`config.mk`:
```
export PLATFORM = sky130hd
export DESIGN_NAME = ptsb_tone_lane
export DESIGN_NICKNAME = d
export VERILOG_FILES = /design/src/hw/rtl/assert_macros.svh /design/src/hw/rtl/ptsb_pkg.sv /design/src/hw/rtl/ptsb_tone_lane.sv
export SDC_FILE = /design/constraint.sdc
export NUM_CORES = 1
export LEC_CHECK = 0
export BUFFER_PORTS_ARGS = -buffer_cell sky130_fd_sc_hd__buf_2
export CAP_MARGIN = 20
export CORE_MARGIN = 2
export CORE_UTILIZATION = 64
export CTS_CLUSTER_SIZE = 14
export DETAILED_ROUTE_END_ITERATION = 16
export PLACE_DENSITY = 0.84
export SKIP_LAST_GASP = 1
export SLEW_MARGIN = 10
export SYNTH_ARGS = -nofsm -noshare
export SYNTH_HDL_FRONTEND = slang
export SYNTH_SLANG_ARGS = --single-unit
```
`constraint.sdc`:
```
create_clock -name clk -period 20.9 [get_ports clk]
set_input_delay 2.09 -clock clk [delete_from_list [all_inputs] [get_ports clk]]
set_output_delay 2.09 -clock clk [all_outputs]
set_load 0.02 [all_outputs]
```
`src/hw/rtl/assert_macros.svh`:
```
// ----------------------------------------------------------------------------
// assert_macros.svh
// Concurrent assertion helpers for the block's top-level module
// ----------------------------------------------------------------------------
`ifndef ASSERT_MACROS_SVH
`define ASSERT_MACROS_SVH

// same-cycle implication
`define PTSB_ASSERT_IMP(lbl, clk, rstn, ante, cons) \
  lbl: assert property (@(posedge clk) disable iff (!rstn) (ante) |-> (cons)) \
    else $error("assertion failed");

// next-cycle implication
`define PTSB_ASSERT_NXT(lbl, clk, rstn, ante, cons) \
  lbl: assert property (@(posedge clk) disable iff (!rstn) (ante) |=> (cons)) \
    else $error("assertion failed");

`endif

```
`src/hw/rtl/ptsb_pkg.sv`:
```
// ----------------------------------------------------------------------------
// ptsb_pkg
// Shared types and constants for the tone, sharpen and blend pixel block
// ----------------------------------------------------------------------------
package ptsb_pkg;

  localparam int MAX_WIDTH_DEF = 1024;
  localparam int FRAC_BITS_DEF = 8;
  localparam int PADDR_W       = 5;

  localparam int GAIN_RST   = 256;
  localparam int WEIGHT_RST = 256;
  localparam int FW_RST     = 640;
  localparam int FH_RST     = 480;

  localparam logic [2:0] REG_GAIN   = 3'd0;
  localparam logic [2:0] REG_BRIGHT = 3'd1;
  localparam logic [2:0] REG_SHARP  = 3'd2;
  localparam logic [2:0] REG_INVERT = 3'd3;
  localparam logic [2:0] REG_WEIGHT = 3'd4;
  localparam logic [2:0] REG_WIDTH  = 3'd5;
  localparam logic [2:0] REG_HEIGHT = 3'd6;

  typedef enum logic [2:0] {
    S_IDLE,
    S_READ,
    S_SHARP,
    S_BLEND,
    S_OUT
  } state_t;

  typedef struct packed {
    logic k1;
    logic emit;
    logic first_row;
    logic last_row;
    logic first_col;
    logic last_col;
    logic eof;
  } step_t;

  typedef struct packed {
    logic [7:0] ctr;
    logic [7:0] up;
    logic [7:0] dn;
    logic [7:0] lf;
    logic [7:0] rt;
    logic [7:0] orig;
  } win_t;

  typedef struct packed {
    logic sharp_en;
    logic invert;
    logic blend_en;
  } lane_ctl_t;

endpackage

```
`src/hw/rtl/ptsb_tone_lane.sv`:
```
// ----------------------------------------------------------------------------
// ptsb_tone_lane
// One channel of gain and offset with rounding and clamping
// ----------------------------------------------------------------------------
module ptsb_tone_lane #(
  parameter int FRAC_BITS = ptsb_pkg::FRAC_BITS_DEF
) (
  input  logic              clk,
  input  logic              en,
  input  logic [7:0]        x,
  input  logic [11:0]       gain,
  input  logic signed [8:0] offset,
  output logic [7:0]        tone_q
);
  import ptsb_pkg::*;

  localparam int HALF = 1 << (FRAC_BITS - 1);
  localparam int TW   = (((10 + FRAC_BITS) > 21) ? (10 + FRAC_BITS) : 21) + 1;

  logic [19:0]             prod;
  logic [TW-1:0]           v;
  logic [TW-2-FRAC_BITS:0] hi;

  assign prod = 20'(x) * 20'(gain);
  assign v    = TW'(prod) + (TW'(offset) << FRAC_BITS) + TW'(HALF);
  assign hi   = v[TW-2:FRAC_BITS];

  always_ff @(posedge clk) begin
    if (en) begin
      if (v[TW-1]) begin
        tone_q <= 8'd0;
      end else if (hi > 255) begin
        tone_q <= 8'd255;
      end else begin
        tone_q <= hi[7:0];
      end
    end
  end

endmodule

```
Word-level counts from Yosys, hierarchy flattened
Index checks and enable logic that the tools add are counted.
{ "totals": {"regBits": 8, "input_bits": 31, "out_inout_bits": 8, "word_cells": 6} }
{ "op_classes": {"n_addsub": 2, "mul": 1, "order_cmp": 1, "n_mux": 1} }
{ "op_table": {"columns": ["operator", "n"], "rows": [
  ["21-bit by 17-bit adder with 22-bit output", 1],
  ["22-bit by 8-bit adder with 22-bit output (second input constant)", 1],
  ["8-bit by 12-bit multiplier with 20-bit output", 1],
  ["13-bit by 8-bit greater-than comparator with 1-bit output (second input constant)", 1],
  ["8-bit 2-to-1 mux", 1]
]} }

Depth between registers and ports, before layout
{ "depth": {"depth_word": 5, "depth_mapped": 28, "ltp_nobuf": 25} }

Worst setup path before layout
OpenSTA, ideal clock, no wires.
{ "synth_path": {"kind": "in2reg", "start": "input x[7]", "end": "register tone_q[4] (data pin)", "setup_ns": 0.290, "arrival_time_ns": 7.947, "required_time_ns": 20.610, "path_slack_ns": 12.662, "stages": 26, "path_buffers": 2, "cell_sequence": "clkbuf_1 > nand2_1 > fa_1 > fa_1 > inv_1 > fa_1 > inv_1 > fa_1 > inv_1 > ha_1 > clkbuf_1 > nand2_1 > or4_1 > and2_4 > o31ai_4 > a21oi_1 > o21bai_1 > xor2_1 > ha_1 > o21a_1 > and3_1 > a31oi_1 > a21oi_1 > a21oi_1 > nor3b_1 > a41oi_1"} }
{ "synth_via": {"elab_chain_len": 5} }
{ "synth_rtl": {"columns": ["element", "line_no", "text"], "rows": [
  ["start: declaration", "ptsb_tone_lane.sv:10", "input logic [7:0] x,"],
  ["8-bit by 12-bit multiplier with 20-bit output *", "ptsb_tone_lane.sv:24", "assign prod = 20'(x) * 20'(gain);"],
  ["21-bit by 17-bit adder with 22-bit output *", "ptsb_tone_lane.sv:25", "assign v = TW'(prod) + (TW'(offset) << FRAC_BITS) + TW'(HALF);"],
  ["22-bit by 8-bit adder with 22-bit output *", "ptsb_tone_lane.sv:25", null],
  ["13-bit by 8-bit greater-than comparator with 1-bit output", "ptsb_tone_lane.sv:32", "end else if (hi > 255) begin"],
  ["8-bit 2-to-1 mux", "ptsb_tone_lane.sv:32", null],
  ["end signal: assignment", "ptsb_tone_lane.sv:35", "tone_q <= hi[7:0];"],
  ["end: declaration", "ptsb_tone_lane.sv:13", "output logic [7:0] tone_q"]
]} }
Every way passes the cells marked *; elsewhere a longest branch is shown, timed or not.
A chain may end at the register's enable or synchronous reset.

Worst setup path after layout
{ "layout_path": {"start": "input x[7]", "end": "register tone_q[2] (data pin)"} }
Same word-level chain as after synthesis.

==> run summary <==
The critical path's slowest cell is fa_1. Pin placement for this block handled 39 I/O pins. The instance count of the mapped netlist is 462. The number of flip-flops in the largest register came out at 8. The number of sinks on the clock net came out at 8. The final-layout fill cell count is 485. The routed wire length is 8125 microns.

STA classifies the critical path startpoint as an input pin. Together, buffers and inverters on the worst path number 4. In the final layout, the registers with the most flip-flops are tone_q: 8 flops. The initial antenna violation count is 0. After detailed routing, the number of remaining DRC violations is 0. Clock tree synthesis inserted a total of 3 buffers. The number of hold violations in the final report is 0.

The worst setup path is captured at a flip-flop. The total inserted antenna cells came out at 0. The vias after detailed routing came out at 3186. The cell at the root of the clock tree is clkbuf_8. In this run the worst hold path is classified as input pin to flip-flop. The cell area that synthesis handed to floorplanning was 0.004028 sq mm.

The maximum cell stage delay along the critical path is 0.55 ns. The detailed-placement wirelength estimate came out at 6864 microns. In this run the deepest clock path goes through 2 buffers. The fmax came out at 0.1191 GHz. The data required time at the worst endpoint came out at 20.84 ns. The distinct cell type count after synthesis is 45. The pin slew with the least headroom to its limit came out at 0.6273 ns. Yosys printed 0 warnings. The maximum fanout along the worst path came out at 12.

The average cell area after synthesis came out at 8.718 sq um. The number of vias per cell is 5.639. The area fraction of the dominant cell type after synthesis came out at 0.2982.

The reported max-cap violation count came out at 0. The global route total overflow came out at 0. Summing all flip-flop and latch instances after layout gives 240.2 sq um. The die span in x came out at 83.33 microns.

The first-pass iteration count of the detailed router came out at 4. The routed wirelength normalized by instance count came out at 14.38 microns. The number of H-tree levels came out at 1. The number of global-route vias before repair came out at 3193. The first-pass GRT wire length came out at 14170 microns. Gates resized during post-CTS repair numbered 0. The growth of design area from synthesis to finish is 6.866%. In the final layout, the share of cells above drive strength 1 is 0.1082. The worst setup path is of the input pin to flip-flop kind. Setup repair after global routing left no endpoint under its margin. The total number of placement rows is 28.

When the netlist entered floorplanning its net count stood at 606. The run finished with clean final reports. The multi-input combinational cell area is 0.003438 sq mm.

The total routing usage reported by global routing came out at 0.2470. The largest total area in the synthesized netlist belongs to fa_1. The final number of max-transition violations came out at 0. In this design, the critical path's most frequently occurring cell is fa_1. The region available for standard cell placement spans 0.005991 sq mm. In the final timing run, aggregate negative setup slack is 0 ns. The overall die area came out at 0.006944 sq mm. TritonCTS built the clock tree. The count of buffers added on input and output ports is 38. Routability-driven placement finished with a final weighted congestion of 0.9213. The data arrival time of the worst path is 8.34 ns. The total of flip-flops plus latches after synthesis came out at 8.

Counting flops per register, the top entry is tone_q. The initial utilization of the core area, before any placement, comes to 0.6723. Clock-pin slew was measured on the worst setup and hold paths at 0.04 ns. The first routing iteration left 145 violations.

Buffers added to address setup during post-CTS repair amount to 0. The final period utilization is 0.4019. Entering global routing, the biggest net connects 13 pins.

The remaining max-slew budget at the tightest pin came out at 0.5698. The part of the Yosys area used for sequential elements is 0.05965. By area the synthesized netlist is led by fa_1 30%, ha_1 16%, and2_1 11%, inv_1 7.5%, edfxtp_1 6.0%. The net count of the finished layout is 636. For this run, the share of the core covered by cells in the final layout is 0.7185.

From bottom edge to top edge, the die measures 83.33 microns. The residual antenna-violating net count after detailed routing came out at 0. Setup violations remaining at the end of the flow were counted as 0.

On the critical path the largest part of the delay comes from adder cells. Subtracting the final worst setup slack from the clock period gives 8.399 ns. The hold buffer count at CTS came out at 0.
metal layers:
metal  up-vias  track usage  wire, microns  share of wire
met5         -            0              0              0
met4         0      0.06408            146          0.018
met3        14      0.02783            254          0.031
met2        67       0.4260           4204           0.52
met1      1556       0.3318           3520           0.43
li1       1549            -              -              -
metrics by stage:
step           cell area, sq um  cells  setup WS [ns]  hold slack [ns]
3_3_place_gp               4263    562          12.53            2.428
6_report                   4304    565          12.50            2.205
2_1_floorplan              4028    462          12.66            2.203
3_5_place_dp               4263    562          12.31            2.443
5_1_grt                    4304    565          11.98            2.211
4_1_cts                    4304    565          12.52            2.201
layout by cell type, fill, tap and decap left out, drive strengths merged, types with 3 or more instances in the layout:
master | synthesis | layout
a41oi | 3 | 3
a21o | 3 | 3
edfxtp | 8 | 8
buf | 1 | 38
ha | 53 | 53
xnor2 | 14 | 14
a211oi | 3 | 3
inv | 80 | 80
a31oi | 8 | 8
o21ai | 13 | 13
xor2 | 12 | 12
fa | 60 | 60
nor2b | 5 | 5
and3 | 4 | 4
nor3 | 8 | 8
nand3 | 3 | 3
nand2b | 6 | 6
nand2 | 23 | 23
and2 | 80 | 80
o21a | 3 | 3
nor2 | 10 | 10
a21oi | 26 | 26
clkbuf | 12 | 3
cells in the mapped netlist, drive strengths merged:
library cell  instances
and2                 80
inv                  80
fa                   60
ha                   53
a21oi                26
nand2                23
xnor2                14
o21ai                13
clkbuf               12
xor2                 12
nor2                 10
a31oi                 8
edfxtp                8
nor3                  8
nand2b                6
nor2b                 5
and3                  4
a211oi                3
a21o                  3
a41oi                 3
nand3                 3
o21a                  3
a211o                 2
mux2i                 2
nand4b                2
o211ai                2
o21bai                2
a221o                 1
buf                   1
nand3b                1
nor3b                 1
o2111ai               1
o21ba                 1
o221ai                1
o22ai                 1
o311a                 1
o31a                  1
o31ai                 1
o32a                  1
or2                   1
or3                   1
or4                   1
logic make-up (layout without fill, tap and decap cells):
logic type                 count (synthesis)  in the layout  synth area share
adders and majority gates                113            113            0.4629
AOI/OAI and AO/OA                         74             74            0.1218
and+or+nand+nor                          146            146            0.2075
muxes                                      2              2          0.004971
buffers and inverters                     93            121           0.08667
DFF                                        8              8           0.05965
xor gates and xnor gates                  26             26           0.05654
worst paths after layout:
path | startpoint | end | slack [ns] | cells after the start
worst min-delay path | en | tone_q[5]$_SDFFCE_PP0P_ | 2.21 | 1
worst max-delay path | x[7] | tone_q[2]$_SDFFCE_PP0P_ | 12.50 | 25
cell type report:
class | count | share of cell area
multi-input combinational | 361 | 0.7988
inverter | 80 | 0.06977
sequential | 8 | 0.05581
timing repair buffer | 38 | 0.04419
tap | 75 | 0.02180
clock buffer | 3 | 0.009593
Power is not shown: default switching activity piles up to over one toggle a cycle in this logic, so the estimate is an artifact.
