--- src/hw/rtl/assert_macros.svh ---
// ----------------------------------------------------------------------------
// assert_macros.svh
// Concurrent assertion helpers for the block's top-level module
// ----------------------------------------------------------------------------
`ifndef ASSERT_MACROS_SVH
`define ASSERT_MACROS_SVH

// same-cycle implication
`define PTSB_ASSERT_IMP(lbl, clk, rstn, ante, cons) \
  lbl: assert property (@(posedge clk) disable iff (!rstn) (ante) |-> (cons)) \
    else $error("assertion failed");

// next-cycle implication
`define PTSB_ASSERT_NXT(lbl, clk, rstn, ante, cons) \
  lbl: assert property (@(posedge clk) disable iff (!rstn) (ante) |=> (cons)) \
    else $error("assertion failed");

`endif

--- src/hw/rtl/ptsb_pkg.sv ---
// ----------------------------------------------------------------------------
// ptsb_pkg
// Shared types and constants for the tone, sharpen and blend pixel block
// ----------------------------------------------------------------------------
package ptsb_pkg;

  localparam int MAX_WIDTH_DEF = 1024;
  localparam int FRAC_BITS_DEF = 8;
  localparam int PADDR_W       = 5;

  localparam int GAIN_RST   = 256;
  localparam int WEIGHT_RST = 256;
  localparam int FW_RST     = 640;
  localparam int FH_RST     = 480;

  localparam logic [2:0] REG_GAIN   = 3'd0;
  localparam logic [2:0] REG_BRIGHT = 3'd1;
  localparam logic [2:0] REG_SHARP  = 3'd2;
  localparam logic [2:0] REG_INVERT = 3'd3;
  localparam logic [2:0] REG_WEIGHT = 3'd4;
  localparam logic [2:0] REG_WIDTH  = 3'd5;
  localparam logic [2:0] REG_HEIGHT = 3'd6;

  typedef enum logic [2:0] {
    S_IDLE,
    S_READ,
    S_SHARP,
    S_BLEND,
    S_OUT
  } state_t;

  typedef struct packed {
    logic k1;
    logic emit;
    logic first_row;
    logic last_row;
    logic first_col;
    logic last_col;
    logic eof;
  } step_t;

  typedef struct packed {
    logic [7:0] ctr;
    logic [7:0] up;
    logic [7:0] dn;
    logic [7:0] lf;
    logic [7:0] rt;
    logic [7:0] orig;
  } win_t;

  typedef struct packed {
    logic sharp_en;
    logic invert;
    logic blend_en;
  } lane_ctl_t;

endpackage

--- src/hw/rtl/ptsb_finish_lane.sv ---
// ----------------------------------------------------------------------------
// ptsb_finish_lane
// One channel of laplacian sharpen, inversion and blend with the original
// ----------------------------------------------------------------------------
module ptsb_finish_lane #(
  parameter int FRAC_BITS = ptsb_pkg::FRAC_BITS_DEF
) (
  input  logic                 clk,
  input  logic                 en1,
  input  logic                 en2,
  input  ptsb_pkg::win_t       win,
  input  logic [11:0]          s,
  input  logic [FRAC_BITS:0]   w,
  input  ptsb_pkg::lane_ctl_t  ctl,
  output logic [7:0]           res
);
  import ptsb_pkg::*;

  localparam int ONE  = 1 << FRAC_BITS;
  localparam int HALF = 1 << (FRAC_BITS - 1);
  localparam int WL   = FRAC_BITS + 1;
  localparam int KW   = ((FRAC_BITS > 14) ? FRAC_BITS : 14) + 1;
  localparam int PW   = 8 + KW;
  localparam int DW   = ((PW > 22) ? PW : 22) + 2;
  localparam int BW   = FRAC_BITS + 10;
  localparam int XW   = FRAC_BITS + 9;

  logic [KW-1:0]           kc;
  logic [9:0]              nb;
  logic [PW-1:0]           p1_r;
  logic [21:0]             p2_r;
  logic [7:0]              ctr_r;
  logic [7:0]              orig_r;
  logic [DW-1:0]           v;
  logic [DW-2-FRAC_BITS:0] hi;
  logic [7:0]              rc;
  logic [7:0]              ts;
  logic [7:0]              ti;
  logic [WL-1:0]           wc;
  logic [XW-1:0]           bx_r;
  logic [XW-1:0]           bt_r;
  logic [7:0]              t2_r;
  logic                    bl_r;
  logic [BW-1:0]           sum;

  assign kc = KW'(ONE) + KW'({s, 2'b00});
  assign nb = 10'(win.up) + 10'(win.dn) + 10'(win.lf) + 10'(win.rt);

  // stage 1: centre gain and neighbour products
  always_ff @(posedge clk) begin
    if (en1) begin
      p1_r   <= PW'(win.ctr) * PW'(kc);
      p2_r   <= 22'(s) * 22'(nb);
      ctr_r  <= win.ctr;
      orig_r <= win.orig;
    end
  end

  assign v  = DW'(p1_r) - DW'(p2_r) + DW'(HALF);
  assign hi = v[DW-2:FRAC_BITS];
  assign rc = v[DW-1] ? 8'd0 : ((hi > 255) ? 8'd255 : hi[7:0]);
  assign ts = ctl.sharp_en ? rc : ctr_r;
  assign ti = ctl.invert ? ~ts : ts;
  assign wc = WL'(ONE) - w;

  // stage 2: blend products
  always_ff @(posedge clk) begin
    if (en2) begin
      bx_r <= XW'(orig_r) * XW'(wc);
      bt_r <= XW'(ti) * XW'(w);
      t2_r <= ti;
      bl_r <= ctl.blend_en;
    end
  end

  assign sum = BW'(bx_r) + BW'(bt_r) + BW'(HALF);
  assign res = bl_r ? sum[FRAC_BITS+7:FRAC_BITS] : t2_r;

endmodule

--- config.mk ---
export PLATFORM = sky130hd
export DESIGN_NAME = ptsb_finish_lane
export DESIGN_NICKNAME = d
export VERILOG_FILES = /design/src/hw/rtl/assert_macros.svh /design/src/hw/rtl/ptsb_pkg.sv /design/src/hw/rtl/ptsb_finish_lane.sv
export SDC_FILE = /design/constraint.sdc
export NUM_CORES = 1
export LEC_CHECK = 0
export BUFFER_PORTS_ARGS = -buffer_cell sky130_fd_sc_hd__buf_2
export CORE_UTILIZATION = 35
export CTS_CLUSTER_SIZE = 24
export DETAILED_ROUTE_END_ITERATION = 8
export SETUP_SLACK_MARGIN = 0.02
export SKIP_LAST_GASP = 1
export SLEW_MARGIN = 30
export SYNTH_ARGS = -nofsm -noshare
export SYNTH_HDL_FRONTEND = slang
export SYNTH_SLANG_ARGS = --single-unit
--- constraint.sdc ---
create_clock -name clk -period 10.35 [get_ports clk]
set_input_delay 1.035 -clock clk [delete_from_list [all_inputs] [get_ports clk]]
set_output_delay 1.035 -clock clk [all_outputs]
set_load 0.02 [all_outputs]
* Yosys cells after proc, flatten, opt, wreduce, memory -nomap -nowiden *
Cells that the tools add are included.

storage, ports and cells
  word-level logic and storage cells = 28
  output and inout port bits = 8
  register bits = 102

cells by class
  $mul = 4
  mux-type cells = 5
  bitwise logic cells = 1
  magnitude comparators = 1
  $add $sub $neg = 9

operator list
  operator                                              number
  2-to-1 mux 8 bit                                      5
  multiplier 8 x 9 -> 16 bit                            2
  adder 24 x 9 -> 25 bit (second input constant)        1
  subtractor 23 x 22 -> 24 bit                          1
  multiplier 8 x 15 -> 23 bit                           1
  multiplier 12 x 10 -> 22 bit                          1
  adder 16 bit                                          1
  adder 16 x 8 -> 16 bit (second input constant)        1
  > comparator 16 x 8 -> 1 bit (second input constant)  1
  adder 9 x 14 -> 15 bit (first input constant)         1
  adder 10 x 8 -> 10 bit                                1
  adder 9 x 8 -> 10 bit                                 1
  adder 8 x 8 -> 9 bit                                  1
  subtractor 9 bit (first input constant)               1
  NOT 8 bit                                             1

* Longest topological paths before layout *
  depth in word-level cells = 9
  depth in mapped cells = 37
  gate-level depth less buffers = 35

* Worst setup path after synthesis *
OpenSTA, ideal clock, no wires.

  path kind = in2reg
  from = input win[9] (netlist bit)
  to = register p2_r[18] (data pin)
  path slack = 2032 ps
  cell stages on the path = 26
  arrival = 8061 ps
  buffers on the path = 1
  required time = 10092 ps
  path through = fa_1 fa_1 ha_1 fa_1 a21oi_1 nor2_1 nor2_1 o21bai_1 a21oi_1 xnor2_1 clkbuf_1 nand2_1 fa_1 fa_1 inv_1 fa_1 fa_1 fa_1 ha_1 a21oi_1 o311a_1 a2111oi_0 o21a_1 o21ai_0 nor2b_1 xnor2_1

on the way
  cells in the longest elaborated chain, start to end = 2

RTL lines
  what                          line                    source
  from (decl)                   ptsb_finish_lane.sv:11  input ptsb_pkg::win_t win,
  adder 10 x 8 -> 10 bit        ptsb_finish_lane.sv:47  assign nb = 10'(win.up) + 10'(win.dn) + 10'(win.lf) + 10'(win.rt);
  multiplier 12 x 10 -> 22 bit  ptsb_finish_lane.sv:53  p2_r <= 22'(s) * 22'(nb);
  to (signal assigned)          ptsb_finish_lane.sv:53
  to (decl)                     ptsb_finish_lane.sv:31  logic [21:0] p2_r;

Every way passes these cells.
A chain may end at the register's enable or synchronous reset.

* Worst setup path in the final report *
  from = register p1_r[7]
  to = register bt_r[15] (data pin)

on the way
  cells in the longest elaborated chain, start to end = 9

RTL lines
  what                            line                    source
  from (decl)                     ptsb_finish_lane.sv:30  logic [PW-1:0] p1_r;
  from (signal assigned)          ptsb_finish_lane.sv:52  p1_r <= PW'(win.ctr) * PW'(kc);
  subtractor 23 x 22 -> 24 bit *  ptsb_finish_lane.sv:59  assign v = DW'(p1_r) - DW'(p2_r) + DW'(HALF);
  adder 24 x 9 -> 25 bit *        ptsb_finish_lane.sv:59
  > comparator 16 x 8 -> 1 bit    ptsb_finish_lane.sv:61  assign rc = v[DW-1] ? 8'd0 : ((hi > 255) ? 8'd255 : hi[7:0]);
  2-to-1 mux 8 bit                ptsb_finish_lane.sv:61
  2-to-1 mux 8 bit *              ptsb_finish_lane.sv:61
  2-to-1 mux 8 bit *              ptsb_finish_lane.sv:62  assign ts = ctl.sharp_en ? rc : ctr_r;
  NOT 8 bit                       ptsb_finish_lane.sv:63  assign ti = ctl.invert ? ~ts : ts;
  2-to-1 mux 8 bit *              ptsb_finish_lane.sv:63
  via ti[4]                       ptsb_finish_lane.sv:38  logic [7:0] ti;
  multiplier 8 x 9 -> 16 bit *    ptsb_finish_lane.sv:70  bt_r <= XW'(ti) * XW'(w);
  to (signal assigned)            ptsb_finish_lane.sv:70
  to (decl)                       ptsb_finish_lane.sv:41  logic [XW-1:0] bt_r;

The timed path passes the listed nets; every way through them passes the cells marked *.

==> metrics <==
FF-to-FF End=bt_r[15]$_DFFE_PP_; count leader, synth=inv_1; register area share after synthesis=roughly 17%; antenna violation net count after detailed routing=0; Post-synth ARST share=0%; Mapped Nets=2390; cell accounting for the most synthesized area=fa_1; HP Start=ctr_r[2]$_DFFE_PP_; Req. time, crit path=approximately 10 ns; I/O Buffers=about 80; clk_skew=around 0.011 ns; Worst-Skew Late Latency=between 0.3 and 0.4 ns; Final GP Congestion=about 0.88; unrepaired setup endpoints after global routing=false; IO Pins=slightly above 80; number of flops mapped to enable cells by yosys=100; DR pass1 iterations=5; Reg-to-Reg Start=p1_r[7]$_DFFE_PP_; Vias/cell=~4.9; final setup violation count=0; Final HPWL DP=approximately 31000 µm; hold crit path type=register to register; final hold vios=0; Slew headroom=between 30% and 40%; startpoint class of the critical path=register; Starting Density=roughly 35%; status=finished, final reports clean; Mapped Area=about 18000 µm²; CP endpoint=bt_r[15]$_DFFE_PP_; num rows=slightly above 80; Ys Warns=0; DR WL/cell=between 15 and 20 µm; slowest stage delay, CP=approximately 0.5 ns; DRC violations left=0; CP startpoint=p1_r[7]$_DFFE_PP_; initial antenna violation count=0; Inst Count DP=2550; Non-Filler Instances=2567; Post-Syn Instances=roughly 1800; Die Height=between 200 and 250 µm; post-synthesis area per instance=~9.6 µm²; Die X=roughly 230 µm; global-route wire length before repair=around 65000 µm; Post-CTS Setup Inserts=0; Synth area leaders=fa_1 27%, edfxtp_1 17%, ha_1 16%, inv_1 6.9%, and2_1 6.5%; Yosys cell types=74; cts repair resizes=0; CP arrival=8.90 ns; top-area cell type share of the netlist area=27.38%; Seq cells post-synth=100; CTS tree=yes; reg2reg path depth=33; number of max-cap violations=0; htree depth=3; clock root buffer=clkbuf_16; Longest Clk Path Bufs=2; synthesis-to-finish area growth=8.054%; GRT Overall Usage=between 15 and 20%; DRT iter0 DRCs=635; Main synth FF type=edfxtp_1; Synth top cells by count=326 x inv_1, 242 x fa_1, 227 x ha_1; post-layout min period=around 8.8 ns; final max-slew violation count=0; r2r setup slk=about 1.6 ns; vias in the first global route=13020; crit end category=register; Worst path slowest cell=a2111o_1; Worst-path clk slew=~0.08 ns; fraction of layout cells with a size suffix above 1=under 10%; fin nets=around 2400; final wirelength=38770 µm; total die area=51460 µm²; Setup Crit Path Kind=register to register; TNS Setup=0 ns; cts bufs inserted=9; Core ar.=roughly 50000 µm²; Critical Path Fanout Max=10; Via Count=roughly 12000; # hold bufs at CTS=0; grt ovf=0; # clock sinks=100; fin crit share=84.75%; largest net degree at the start of global routing=60; worst slew pin tran=~0.94 ns; f_max=about 110 MHz
[cell usage in the layout (no fill, tap or decap), drive strengths merged, types with 19 or more instances in the layout]
master and instances:
ha 227, nand2 213, edfxtp 100, nor2 48
fa 242, inv 329, nor3 21, buf 85
o21ai 42, a21oi 66, a21o 19, xor2 24
and2 185, xnor2 86
[critical path, delay by kind of cell, from the launching register on]
kind            cells  cell delay, ns
compound gates     10            2.33
xor+xnor            2            0.82
fa+ha+maj           6            2.26
buf+inv             3            0.16
flops               1            0.37
mux                 2            0.54
simple gates       10            2.03
[registers in the layout, indices dropped and copies added (netlist names)]
name    count
bx_r       16
bt_r       16
ctr_r       8
bl_r        1
p1_r       21
p2_r       22
orig_r      8
t2_r        8
[per-stage QoR]
stage	utilization (%)	instance area (µm²)	worst slack, ns	hold slack, ns
after floorplan	-	17690	2.032	0.6464
after global placement	37.53	18750	1.405	0.7852
after detailed placement	37.59	18780	1.222	0.7877
after CTS	38.24	19110	1.610	0.8097
after global routing	38.26	19120	0.9338	0.8254
final	38.27	19120	1.579	0.8130
[cells by family after synthesis]
family	count (synthesis)	share of synthesized area (%)
xor gates and xnor gates	110	5.869
adders and majority gates	469	43.43
buffers and inverters	380	8.146
and+or+nand+nor	565	16.65
AOI/OAI and AO/OA	213	8.302
DFF	100	16.97
muxes	9	0.6364
[final cells by class]
cell class	instances	area, µm²
antenna	1	2.502
clock buffer	9	225.2
clock inverter	7	97.59
fill	5040	30850
inverter	327	1227
multi-input combinational	1366	13290
sequential	100	3003
tap	672	840.8
timing repair buffer	85	435.4
[routing by layer]
metal,GRT usage (%),up-vias,part of all wire (%)
met5,0,-,0
met4,3.923,0,1.6
met3,1.996,38,3.6
met2,27.68,247,49
met1,20.72,6177,46
li1,-,6009,-
[worst min-delay path by stage]
stage,endpoint,slack (ns),cells after the start
finish,t2_r[2]$_DFFE_PP_,0.81,2
detailed placement,t2_r[2]$_DFFE_PP_,0.79,2
global route,orig_r[5]$_DFFE_PP_,0.83,1
floorplan,bx_r[0]$_DFFE_PP_,0.65,1
global placement,bx_r[0]$_DFFE_PP_,0.79,1
CTS,bx_r[0]$_DFFE_PP_,0.81,1
Power is not shown: default switching activity piles up to over one toggle a cycle in this logic, so the estimate is an artifact.
